[config.mk]
export PLATFORM = sky130hd
export DESIGN_NAME = dap_fifo
export DESIGN_NICKNAME = d
export VERILOG_FILES = /design/src/sv/dap_fifo.sv
export SDC_FILE = /design/constraint.sdc
export NUM_CORES = 1
export LEC_CHECK = 0
export BUFFER_PORTS_ARGS = -buffer_cell sky130_fd_sc_hd__buf_4
export CAP_MARGIN = 20
export CORE_ASPECT_RATIO = 1.75
export CORE_MARGIN = 3
export CORE_UTILIZATION = 59
export CTS_CLUSTER_SIZE = 12
export DETAILED_ROUTE_END_ITERATION = 8
export HOLD_SLACK_MARGIN = 0.06
export PLACE_DENSITY = 0.88
export SLEW_MARGIN = 20
export SYNTH_ARGS = -nofsm -noshare
export SYNTH_HDL_FRONTEND = slang
export SYNTH_SLANG_ARGS = --single-unit
[constraint.sdc]
create_clock -name clk_i -period 5.4 [get_ports clk_i]
set_input_delay 0.27 -clock clk_i [delete_from_list [all_inputs] [get_ports clk_i]]
set_output_delay 0.27 -clock clk_i [all_outputs]
set_load 0.05 [all_outputs]
[src/sv/dap_fifo.sv]
// Small first-word-fall-through queue of packed words.
// No dependencies. DEPTH must be a power of two, at least 2.
module dap_fifo #(
  parameter int WIDTH = 8,
  parameter int DEPTH = 4
) (
  input  logic             clk_i,
  input  logic             rst_ni,
  input  logic             push_i,
  input  logic [WIDTH-1:0] data_i,
  output logic             full_o,
  input  logic             pop_i,
  output logic [WIDTH-1:0] data_o,
  output logic             empty_o
);

  localparam int AW = $clog2(DEPTH);
  localparam int CW = $clog2(DEPTH + 1);

  logic [WIDTH-1:0] mem_q [DEPTH];
  logic [AW-1:0]    wr_q, wr_d, rd_q, rd_d;
  logic [CW-1:0]    cnt_q, cnt_d;
  logic             push_ok, pop_ok;

  assign full_o  = (cnt_q == CW'(DEPTH));
  assign empty_o = (cnt_q == '0);
  assign data_o  = mem_q[rd_q];
  assign push_ok = push_i & ~full_o;
  assign pop_ok  = pop_i & ~empty_o;

  // pointer and fill count update
  always_comb begin
    wr_d  = push_ok ? wr_q + AW'(1) : wr_q;
    rd_d  = pop_ok ? rd_q + AW'(1) : rd_q;
    cnt_d = cnt_q;
    if (push_ok && !pop_ok) begin
      cnt_d = cnt_q + CW'(1);
    end else if (pop_ok && !push_ok) begin
      cnt_d = cnt_q - CW'(1);
    end
  end

  always_ff @(posedge clk_i or negedge rst_ni) begin
    if (!rst_ni) begin
      wr_q  <= '0;
      rd_q  <= '0;
      cnt_q <= '0;
    end else begin
      wr_q  <= wr_d;
      rd_q  <= rd_d;
      cnt_q <= cnt_d;
    end
  end

  // storage, no reset
  always_ff @(posedge clk_i) begin
    if (push_ok) begin
      mem_q[wr_q] <= data_i;
    end
  end

endmodule

======== Yosys cells after proc, flatten, opt, wreduce, memory -nomap -nowiden ========
Memories as Yosys holds them, arrays and structs flattened.
Index checks and enable logic that the tools add are counted.
storage, ports and cells
  logic and storage cells ................. 23
  RAM bits ................................ 32
  memories ................................ 1
  register bits ........................... 7
  bits of input ports ..................... 12
cells by class
  eq/ne operators ......................... 1
  bitwise logic cells ..................... 4
  $add $sub $neg .......................... 4
  reduce and logical (&&, ||, !) cells .... 6
  mux-type cells .......................... 4
memory list
  name   words  bits a word  read ports  clocked after memory_dff  write ports  line  text
  mem_q  4      8            1           0                         1            20    logic [WIDTH-1:0] mem_q [DEPTH];
operators by type and width
  kind                                              number
  2-to-1 mux 3 bit                                  2
  adder 2 x 1 -> 2 bit, second input constant       2
  adder 3 x 1 -> 3 bit, second input constant       1
  == test 3 bit, second input constant              1
  zero test 3 bit                                   1
  subtractor 3 x 1 -> 3 bit, second input constant  1
  bitwise AND 1 bit                                 2
  logical AND 1 bit                                 2
  zero test 1 bit                                   2
  2-to-1 mux 1 bit                                  2
  NOT 1 bit                                         2
  nonzero test 2 bit                                1

======== Depth between registers and ports, before layout ========
  depth after elaboration ................. 7
  depth in mapped cells ................... 9

======== Worst setup path before layout ========
Ideal clock, no wire load.
  kind .................................... register to register
  start ................................... register cnt_q[0]
  end ..................................... register cnt_q[2]
  arrival ................................. 2.847 ns
  slack ................................... 2.474 ns
  data required time ...................... 5.321 ns
  stages on the path, launching flop included .. 9
  cells stage by stage .................... dfrtp_1 -> nor3_1 -> nand2b_1 -> ha_1 -> inv_1 -> fa_1 -> xor2_1 -> nor2_1 -> xor2_1
on the way
  longest elaborated chain between the ends .. 6
  elaborated cells between the ends (all ways) .. 15
  those cells by class .................... add/sub (2); eq/ne (1); mux (2); bitwise (4); reduce/logical (6)
RTL lines
  element                                                 line  text
  from (decl)                                             22    logic [CW-1:0] cnt_q, cnt_d;
  from (signal assigned)                                  51    cnt_q <= cnt_d;
  zero test 3 bit *                                       26    assign empty_o = (cnt_q == '0);
  net empty_o                                             14    output logic empty_o
  NOT 1 bit *                                             29    assign pop_ok = pop_i & ~empty_o;
  bitwise AND 1 bit *                                     29
  zero test 1 bit                                         36    if (push_ok && !pop_ok) begin
  logical AND 1 bit                                       36
  2-to-1 mux 3 bit or nonzero test 2 bit (tied branches)  -
The timed path passes the listed nets; every way through them passes the cells marked *. The select of a mux whose other input is x is not followed.
A chain may end at the register's enable or synchronous reset.

======== Worst setup path in the final report ========
  start ................................... register cnt_q[0]
  end ..................................... register cnt_q[2]
on the way
  longest elaborated chain between the ends .. 6
  elaborated cells between the ends (all ways) .. 15
  those cells by class .................... add/sub (2); eq/ne (1); mux (2); bitwise (4); reduce/logical (6)
RTL lines
  element
  parallel branches: the longest is 6 deep, another holds subtractor 3 x 1 -> 3 bit
Parallel ways; which one is timed is not known. The select of a mux whose other input is x is not followed.

==> metrics.txt <==
CP Cell Sequence nor3_1, nand2b_1, ha_1, inv_1, fa_1, xor2_1, nor2_1, xor2_1; clock latency on the worst-skew pair 0.28 ns; cell mode on critical path xor2_1; CP arrival 2.37 ns; Setup violations, final 0; crit path max fanout 4; Routed WL 2499 µm; PnR worst setup slack 3.233 ns; CTS Hold Buffers Added 1; initial antenna violation count 0; Routed Antenna Nets 0; Setup Fix Bufs, Post-CTS 0; share of layout cells above drive strength 1 0.4135; Syn Std Cell Area 0.001589 mm²; CTS tree yes; chip width 45.23 µm; vias 759; GRT overflow 0; VDD IR max 0.0003582 V; final core occ 0.7336; H-tree levels 2; Worst path max stage delay 0.46 ns; final net count 121; DIE HEIGHT 74.66 µm; Final Skew 0.005264 ns; Syn. warnings 0; Leakage 0.6955 nW; placed insts 121; Max Cap Viol 0; number of remaining DRC errors 0; syn_area_per_cell 20.64 µm²; initial DRC count 35; largest net degree at the start of global routing 12; pre-CTS setup slack 3.255 ns; GRT Total Usage 0.1778; Clock Sink Count 39; Netlist cell types 20; Clock Tree Root clkbuf_8; die area 0.003377 mm²; Slowest-stage cell, CP dfrtp_1; Critical Path RT 5.60 ns; Worst R2R Setup Slack 3.23 ns; area grow syn2layout 16.46%; core area 0.002522 mm²; IO Pins 22; vias per cell 5.838; pwr dens 611.0 mW/mm²; Slew @ Worst Pin 0.5791 ns; Max Slew Vio Count 0; crit share post-route 0.4013; GPL Wtd Cong 0.6338; drt pass-1 iters 4; Sum Neg Setup Slack 0 ns; CTS buffer count 5; syn nets 95; clock slew at reported path FFs 0.07 ns; Yosys top cell area share 0.6047; worst min-delay path category input port to register; crit end category register; Synth area leaders edfxtp_1 (60%), mux4_2 (11%), dfrtp_1 (11%); sequential share of the synthesized area 0.7150; Starting Density 0.6300; CP startpoint kind register; fmax 461.5 MHz; maximum buffer depth of the clock tree 2; PortBufs 21; row count 24; CTS resizes 0; final antenna diode count 0; Post-Synthesis Cells 77; Final min period 2.167 ns; max_slew headroom 0.6139; vias in the first global route 815; status finished, final reports clean; Yosys top cell by area edfxtp_1; Setup CP Type register to register; routed len/inst 19.22 µm; Final Hold Vio Count 0; first-pass GRT wire length 3946 µm; RSZ-0062 raised after global routing no; Yosys reg bits 39; final non-filler cell total 130
-- cell type report --
type	instances	area [µm²]
Clock buffer	7	76.32
Clock inverter	1	5.005
Fill cell	166	671.9
Inverter	3	11.26
Multi-Input combinational cell	32	421.7
Sequential cell	39	1136
Tap cell	26	32.53
Timing Repair Buffer	22	167.7
-- routing by layer --
layer	global-route usage	up-vias	wire length (µm)
li1	-	342	-
met1	0.1784	386	829
met2	0.3091	27	1481
met3	0.05502	4	140
met4	0.1075	0	47
met5	0	-	0
-- worst paths after layout --
| kind | cells past startpoint | start | to |
|---|---|---|---|
| max reg2reg | 8 | cnt_q[0] | cnt_q[2] |
| min in group asynchronous | 2 | rst_ni | cnt_q[1] |
| min reg2reg | 1 | cnt_q[2] | cnt_q[2] |
| max in group asynchronous | 2 | rst_ni | rd_q[0] |
| max | 8 | cnt_q[0] | cnt_q[2] |
| min | 1 | data_i[3] | mem_q[2][3] |
-- layout by cell type, fill, tap and decap left out, types with 2 or more instances in the layout --
cell type,count
clkbuf_8,5
ha_1,5
inv_1,3
xnor2_1,4
mux4_2,8
xor2_1,2
and2_2,4
edfxtp_1,32
buf_4,21
clkbuf_1,2
dfrtp_1,7
-- cells by family after synthesis --
| kind of cell | share of synthesized area |
|---|---|
| adders and majority gates | 0.05197 |
| buffers and inverters | 0.01968 |
| xor gates and xnor gates | 0.03307 |
| and+or+nand+nor | 0.05040 |
| muxes | 0.1299 |
| DFF | 0.7150 |
-- cells in the mapped netlist, drive strengths merged --
cell type / n
edfxtp: 32
mux4: 8
dfrtp: 7
ha: 5
and2: 4
xnor2: 4
inv: 3
buf: 2
mux2: 2
xor2: 2
clkbuf: 1
fa: 1
nand2b: 1
nand3b: 1
nor2: 1
nor2b: 1
nor3: 1
nor3b: 1
-- flip-flops by register name, indices dropped and copies added (netlist names) --
register / count
mem_q: 32
cnt_q: 3
wr_q: 2
rd_q: 2
-- stage by stage --
stage	cell area (µm²)	total power [mW]	hold slack [ns]
after CTS	1851	1.147	0.1729
after floorplan	1589	0.8363	-0.02559
after detailed placement	1759	0.9638	0.09044
after global placement	1759	0.9387	0.08656
final	1851	1.131	0.1889
after global routing	1851	1.188	0.1714
-- report_power, final --
part	switching [mW]	internal, mW
logic	0.276	0.195
registers	0.0710	0.408
clock network	0.0897	0.0904
total	0.437	0.694
-- critical path: cells and delay by family, from the launching register on --
family        cells  cell delay (ns)
simple gates      3             0.63
fa+ha+maj         2             0.60
flops             1             0.46
xor+xnor          2             0.33
buf+inv           1             0.07
No activity file was read; power rests on OpenSTA's default activity.
