File: src/sv/dap_pkg.sv
// Package for the decimal amount parser: payload structs, status and
// character class codes, register indexes and the power-of-ten table.
// No dependencies.
package dap_pkg;

  // Status codes of a result item
  typedef enum logic [2:0] {
    ST_OK       = 3'd0,
    ST_EMPTY    = 3'd1,
    ST_DECIMALS = 3'd2,
    ST_INVALID  = 3'd3,
    ST_OVERFLOW = 3'd4,
    ST_SUPPLY   = 3'd5
  } status_e;

  // Character classes seen by the accumulator
  typedef enum logic [1:0] {
    CC_DIGIT = 2'd0,
    CC_DOT   = 2'd1,
    CC_OTHER = 2'd2
  } char_cls_e;

  // Configuration register indexes
  localparam logic [1:0] CFG_DECIMALS   = 2'd0;
  localparam logic [1:0] CFG_ATOM_SCALE = 2'd1;
  localparam logic [1:0] CFG_SUPPLY     = 2'd2;

  localparam logic [4:0]  DECIMALS_RST   = 5'd8;
  localparam logic [63:0] ATOM_SCALE_RST = 64'd100000000;
  localparam logic [63:0] SUPPLY_RST     = 64'd2100000000000000;

  // Largest whole part that still takes another digit (2^64-1 over ten)
  localparam logic [63:0] WHOLE_LIM  = 64'd1844674407370955161;
  localparam logic [3:0]  WHOLE_LAST = 4'd5;
  localparam logic [7:0]  CH_ZERO    = 8'h30;
  localparam logic [7:0]  CH_NINE    = 8'h39;
  localparam logic [7:0]  CH_DOT     = 8'h2e;
  localparam logic [4:0]  FLEN_SAT   = 5'd31;

  // Input item
  typedef struct packed {
    logic       has_char;
    logic [7:0] char_code;
    logic       last;
  } in_item_t;

  // Result item
  typedef struct packed {
    status_e     status;
    logic [63:0] atoms;
  } result_t;

  // Classified item between front and back
  typedef struct packed {
    logic       has_char;
    char_cls_e  cls;
    logic [3:0] digit;
    logic       last;
  } tok_t;

  // Ten to the power idx, idx 0..19
  function automatic logic [63:0] pow_ten(input logic [4:0] idx);
    logic [63:0] r;
    case (idx)
      5'd0:  r = 64'd1;
      5'd1:  r = 64'd10;
      5'd2:  r = 64'd100;
      5'd3:  r = 64'd1000;
      5'd4:  r = 64'd10000;
      5'd5:  r = 64'd100000;
      5'd6:  r = 64'd1000000;
      5'd7:  r = 64'd10000000;
      5'd8:  r = 64'd100000000;
      5'd9:  r = 64'd1000000000;
      5'd10: r = 64'd10000000000;
      5'd11: r = 64'd100000000000;
      5'd12: r = 64'd1000000000000;
      5'd13: r = 64'd10000000000000;
      5'd14: r = 64'd100000000000000;
      5'd15: r = 64'd1000000000000000;
      5'd16: r = 64'd10000000000000000;
      5'd17: r = 64'd100000000000000000;
      5'd18: r = 64'd1000000000000000000;
      5'd19: r = 64'd10000000000000000000;
      default: r = 64'd1;
    endcase
    return r;
  endfunction

endpackage

File: src/sv/dap_front.sv
// Front of the parser: takes input items, classifies the character and
// drops items that carry neither a character nor an end mark. Uses dap_pkg.
module dap_front (
  input  logic              clk_i,
  input  logic              rst_ni,
  input  logic              push_i,
  input  dap_pkg::in_item_t item_i,
  output logic              full_o,
  output logic              tok_vld_o,
  output dap_pkg::tok_t     tok_o,
  input  logic              tok_rdy_i
);

  logic              vld_q, vld_d;
  dap_pkg::tok_t     tok_q, tok_d;
  logic              take;

  // stage holds one item; it is free when empty or draining this cycle
  assign full_o    = vld_q & ~tok_rdy_i;
  assign take      = push_i & ~full_o;
  assign tok_vld_o = vld_q;
  assign tok_o     = tok_q;

  // classify the byte
  always_comb begin
    tok_d.has_char = item_i.has_char;
    tok_d.last     = item_i.last;
    tok_d.digit    = item_i.char_code[3:0];
    if (item_i.char_code >= dap_pkg::CH_ZERO && item_i.char_code <= dap_pkg::CH_NINE) begin
      tok_d.cls = dap_pkg::CC_DIGIT;
    end else if (item_i.char_code == dap_pkg::CH_DOT) begin
      tok_d.cls = dap_pkg::CC_DOT;
    end else begin
      tok_d.cls = dap_pkg::CC_OTHER;
    end
  end

  // no-op items never enter the queue
  always_comb begin
    vld_d = vld_q & ~tok_rdy_i;
    if (take) begin
      vld_d = item_i.has_char | item_i.last;
    end
  end

  always_ff @(posedge clk_i or negedge rst_ni) begin
    if (!rst_ni) begin
      vld_q <= 1'b0;
    end else begin
      vld_q <= vld_d;
    end
  end

  always_ff @(posedge clk_i) begin
    if (take) begin
      tok_q <= tok_d;
    end
  end

endmodule

File: config.mk
export PLATFORM = sky130hd
export DESIGN_NAME = dap_front
export DESIGN_NICKNAME = d
export VERILOG_FILES = /design/src/sv/dap_pkg.sv /design/src/sv/dap_front.sv
export SDC_FILE = /design/constraint.sdc
export NUM_CORES = 1
export LEC_CHECK = 0
export BUFFER_PORTS_ARGS = -buffer_cell sky130_fd_sc_hd__buf_2
export CORE_AREA = 2 2 39 41
export CTS_CLUSTER_DIAMETER = 150
export CTS_CLUSTER_SIZE = 14
export DETAILED_ROUTE_END_ITERATION = 8
export DIE_AREA = 0 0 41 43
export HOLD_SLACK_MARGIN = 0.08
export MAX_ROUTING_LAYER = met4
export SLEW_MARGIN = 15
export SYNTH_ARGS = -nofsm -noshare
export SYNTH_HDL_FRONTEND = slang
export SYNTH_SLANG_ARGS = --single-unit
File: constraint.sdc
create_clock -name clk_i -period 1.6 [get_ports clk_i]
set_input_delay 0.24 -clock clk_i [delete_from_list [all_inputs] [get_ports clk_i]]
set_output_delay 0.24 -clock clk_i [all_outputs]
set_load 0.1 [all_outputs]
* Word level (Yosys, flattened, before mapping)
Cells that the tools add are included.
** Word-level totals
- Register bits :: 9
- Latch bits :: 0
- Bits in writable memories :: 0
- Bits in read-only memories :: 0
- Input bits :: 14
- Output and inout port bits :: 10
- Word-level logic and storage cells :: 16
- Memories :: 0
** Operators by class
- Add/sub/neg operators :: 0
- Multipliers :: 0
- Divide/modulo/power cells :: 0
- Magnitude comparators :: 2
- Equality and inequality tests :: 1
- Shifts and indexed selects :: 0
- Muxes and demuxes :: 2
- Bitwise logic cells :: 5
- Reductions and logical operators :: 1
** Operator list (count)
- 8-bit by 6-bit == test with 1-bit output (second input constant) :: 1
- 8-bit by 6-bit >= comparator with 1-bit output (second input constant) :: 1
- 8-bit by 6-bit less-or-equal comparator with 1-bit output (second input constant) :: 1
- 1-bit bitwise AND :: 2
- 2-bit 2-to-1 mux :: 1
- 1-bit NOT :: 2
- 1-bit logical AND :: 1
- 1-bit 2-to-1 mux :: 1
- 1-bit OR :: 1

* Longest topological paths before layout
- Word-level depth :: 5
- Depth in mapped cells :: 3
- Depth with buffers taken out :: 3

* Worst setup path after synthesis
No wires, ideal clock.
- Path kind :: reg2out
- Start point :: reg vld_q, in the netlist tok_vld_o
- End point :: out full_o
- Arrival time :: 1.703 ns
- Required time :: 1.360 ns
- Setup slack :: -0.343 ns
- Cell stages (with the launch flop) :: 3
- Path buffers :: 0
- Cell sequence :: dfrtp_1 -> nand2b_1 -> inv_1
** On the way
- Longest elaborated chain between the ends :: 1
** Ends and longest elaborated chain
- start, declared :: line dap_front.sv:14 : logic vld_q, vld_d;
- start signal, assigned :: line dap_front.sv:50 : vld_q <= vld_d;
- 1-bit bitwise AND :: line dap_front.sv:19 : assign full_o = vld_q & ~tok_rdy_i;
- end, declared :: line dap_front.sv:8 : output logic full_o,
Every way passes these cells.

* Worst setup path after layout
Ends and elaborated chain as after synthesis.

==> impl_results.md <==
- Grt ovf: 0
- Global-route wire length before repair: around 970 microns
- Hold Path Class: input port to flip-flop
- Hold Path Depth: 1
- R2R Path Start: tok_vld_o$_DFF_PN0_
- Maximum vdd drop: 0.476 mV
- Final nets: 62
- Vias per cell: a little over 4
- Final hold viol count: 0
- DRT iter0 DRCs: 2
- Vias in the first global route: 255
- Register bit total from synthesis: 9
- Clock Sinks: 9
- Core Util, Final: between 30% and 40%
- # DRC: 0
- Largest net degree at the start of global routing: 9
- Post-synthesis net count: 33
- WL/cell: about 11 microns
- Clock buffer count from CTS: 3
- Setup violations, final: 0
- Critical Path Sink Type: output port
- Post-CTS repair timing setup buffer count: 0
- Worst skew pair latency: ~0.25 ns
- Ports: 24
- Dpl hpwl: roughly 570 microns
- Seq/Total Area, Yosys: 81.2%
- FF-to-FF End: tok_o[3]$_DFFE_PN_
- Worst-path clk slew: around 0.06 ns
- Core area: ~1400 sq um
- Critical path class: flip-flop to output port
- Number of I/O port buffers: 23
- Initial core utilization: between 20% and 30%
- Area grow syn2layout: 54.0%
- Final Slew Violations: 0
- GRT busiest layer: met2
- Max Root-Sink Buffers: 2
- Critical path peak fanout: 3
- Met2 usage: 12.8%
- Antenna diodes: 0
- Storage cell area: 267 sq um
- Crit start category: flip-flop
- Via count: 262
- Drt total wl: roughly 680 microns
- Synth warnings: 0
- Die H: between 40 and 50 microns
- GR Util All Layers: between 8 and 9%
- Netlist Area Pre-Place: between 300 and 400 sq um
- GRT met3 Usage: 4.71%
- # H-tree levels: 1
- R2R setup slack: roughly 0.34 ns
- Worst path arrival time: between 1 and 1.5 ns
- Worst rel slew slack: approximately two thirds
- Library cells used by synthesis: 11
- Worst Skew: 0.00598 ns
- RePlAce Congestion: ~0.64
- Hold endpoint: tok_o[7]$_DFFE_PN_
- FMAX: just under 700 MHz
- Die area: around 1800 sq um
- Area of the multi-input gates: roughly 58 sq um
- DR pass1 iterations: 2
- Syn_area_per_cell: 17.2 sq um
- Post-route minimum period: roughly 1.5 ns
- Pleak: ~0.22 nW
- Actual slew at the worst max-slew pin: 0.492 ns
- Mapped Cells: 19
- Setup TNS: 0 ns
- Clock root buffer: clkbuf_4
- Final-layout fill cell count: 146
- Share of cells above drive strength 1: about three fifths
- Final Cycle Share: approximately nine tenths
- Die Width: 41 microns
- R2R depth: 2
- PD cells: between 1000 and 1500 nW/um^2
- Routed Antenna Nets: 0
- Initial antenna violation count: 0
- Critical Path RT: about 1.4 ns
- Status: completed
- CTS tree: yes
- Met1 Usage GRT: a little under a tenth
- Std-Cell Rows: 14
- Max cap viols: 0
- Hold Path Origin: item_i[9]
- Unrepaired setup endpoints after global routing: false
[placed cells by master, fill, tap and decap left out]
master	count
o21ai_0	2
nor2_1	1
nor4bb_1	1
and4_1	1
nand2_1	1
dfrtp_2	1
a41oi_1	1
clkinvlp_4	1
nand2b_1	1
clkbuf_1	1
and2_1	1
clkbuf_4	3
buf_2	23
dlygate4sd3_1	1
edfxtp_1	8
[cell usage after synthesis (all sizes together)]
cell type  n  area [sq um]
a41oi      1          8.76
o21ai      2          10.0
and2       1          6.26
nor4bb     1          10.0
edfxtp     8           240
nand2b     1          6.26
inv        1          3.75
nand2      1          3.75
nor2       1          3.75
and4       1          8.76
dfrtp      1          25.0
[cell type report]
cell class / instances / area share (%)
inverter: 1 / 1.49
sequential: 9 / 53.0
timing repair buffer: 24 / 24.9
multi-input combinational: 9 / 11.4
tap: 16 / 3.98
clock buffer: 4 / 5.22
[registers in the layout, summed over array words and instances, names as in the netlist]
register	flops
tok_vld_o	1
tok_o	8
[routing by layer]
metal | part of all wire (%) | vias up
li1 | - | 131
met1 | 43 | 108
met2 | 41 | 23
met3 | 16 | 0
met4 | 0 | 0
met5 | 0 | -
[worst max-delay path by stage]
stage                   startpoint  slack (ns)  cells past startpoint  endpoint
2_1_floorplan  tok_vld_o$_DFF_PN0_        0.11                      2    full_o
3_3_place_gp             tok_rdy_i        0.35                      4    full_o
6_report       tok_vld_o$_DFF_PN0_        0.15                      3    full_o
4_1_cts        tok_vld_o$_DFF_PN0_        0.14                      3    full_o
3_5_place_dp             tok_rdy_i        0.35                      4    full_o
5_1_grt        tok_vld_o$_DFF_PN0_         0.1                      3    full_o
[report_power, final]
part / internal [mW] / switching, mW / leakage [nW] / total (mW)
registers: 0.272 / 0.00311 / 0.0857 / 0.275
logic: 0.0272 / 0.132 / 0.115 / 0.159
clock network: 0.0958 / 0.0758 / 0.0150 / 0.172
[kinds of logic after synthesis]
kind of cell           synth area share (%)
flip-flops                             81.2
AO/OA/AOI/OAI                          5.75
AND/OR/NAND/NOR                        11.9
buffers and inverters                  1.15
[metrics by stage]
stage                     setup WS (ns)  cell area (sq um)  std cells  hold WS (ns)  total power, mW
after detailed placement          0.347                467         58        0.0169            0.438
after floorplan                   0.110                332         19       -0.0556            0.404
after global placement            0.354                467         58        0.0156            0.437
after global routing             0.0962                503         63         0.162            0.631
after CTS                         0.139                503         63         0.162            0.616
final                             0.147                503         63         0.173            0.605
[repair_timing]
action                                 4_1_cts  5_1_grt
hold buffers                                 1        0
endpoints found under the hold margin        1        0
gates resized for setup                      0        0
[worst max-delay path, stage by stage (launching register included)]
cell        delay, ns
dfrtp_2          0.35
nand2b_1         0.11
clkinvlp_4       0.08
buf_2            0.41
Power figures use the tool's default switching activity.
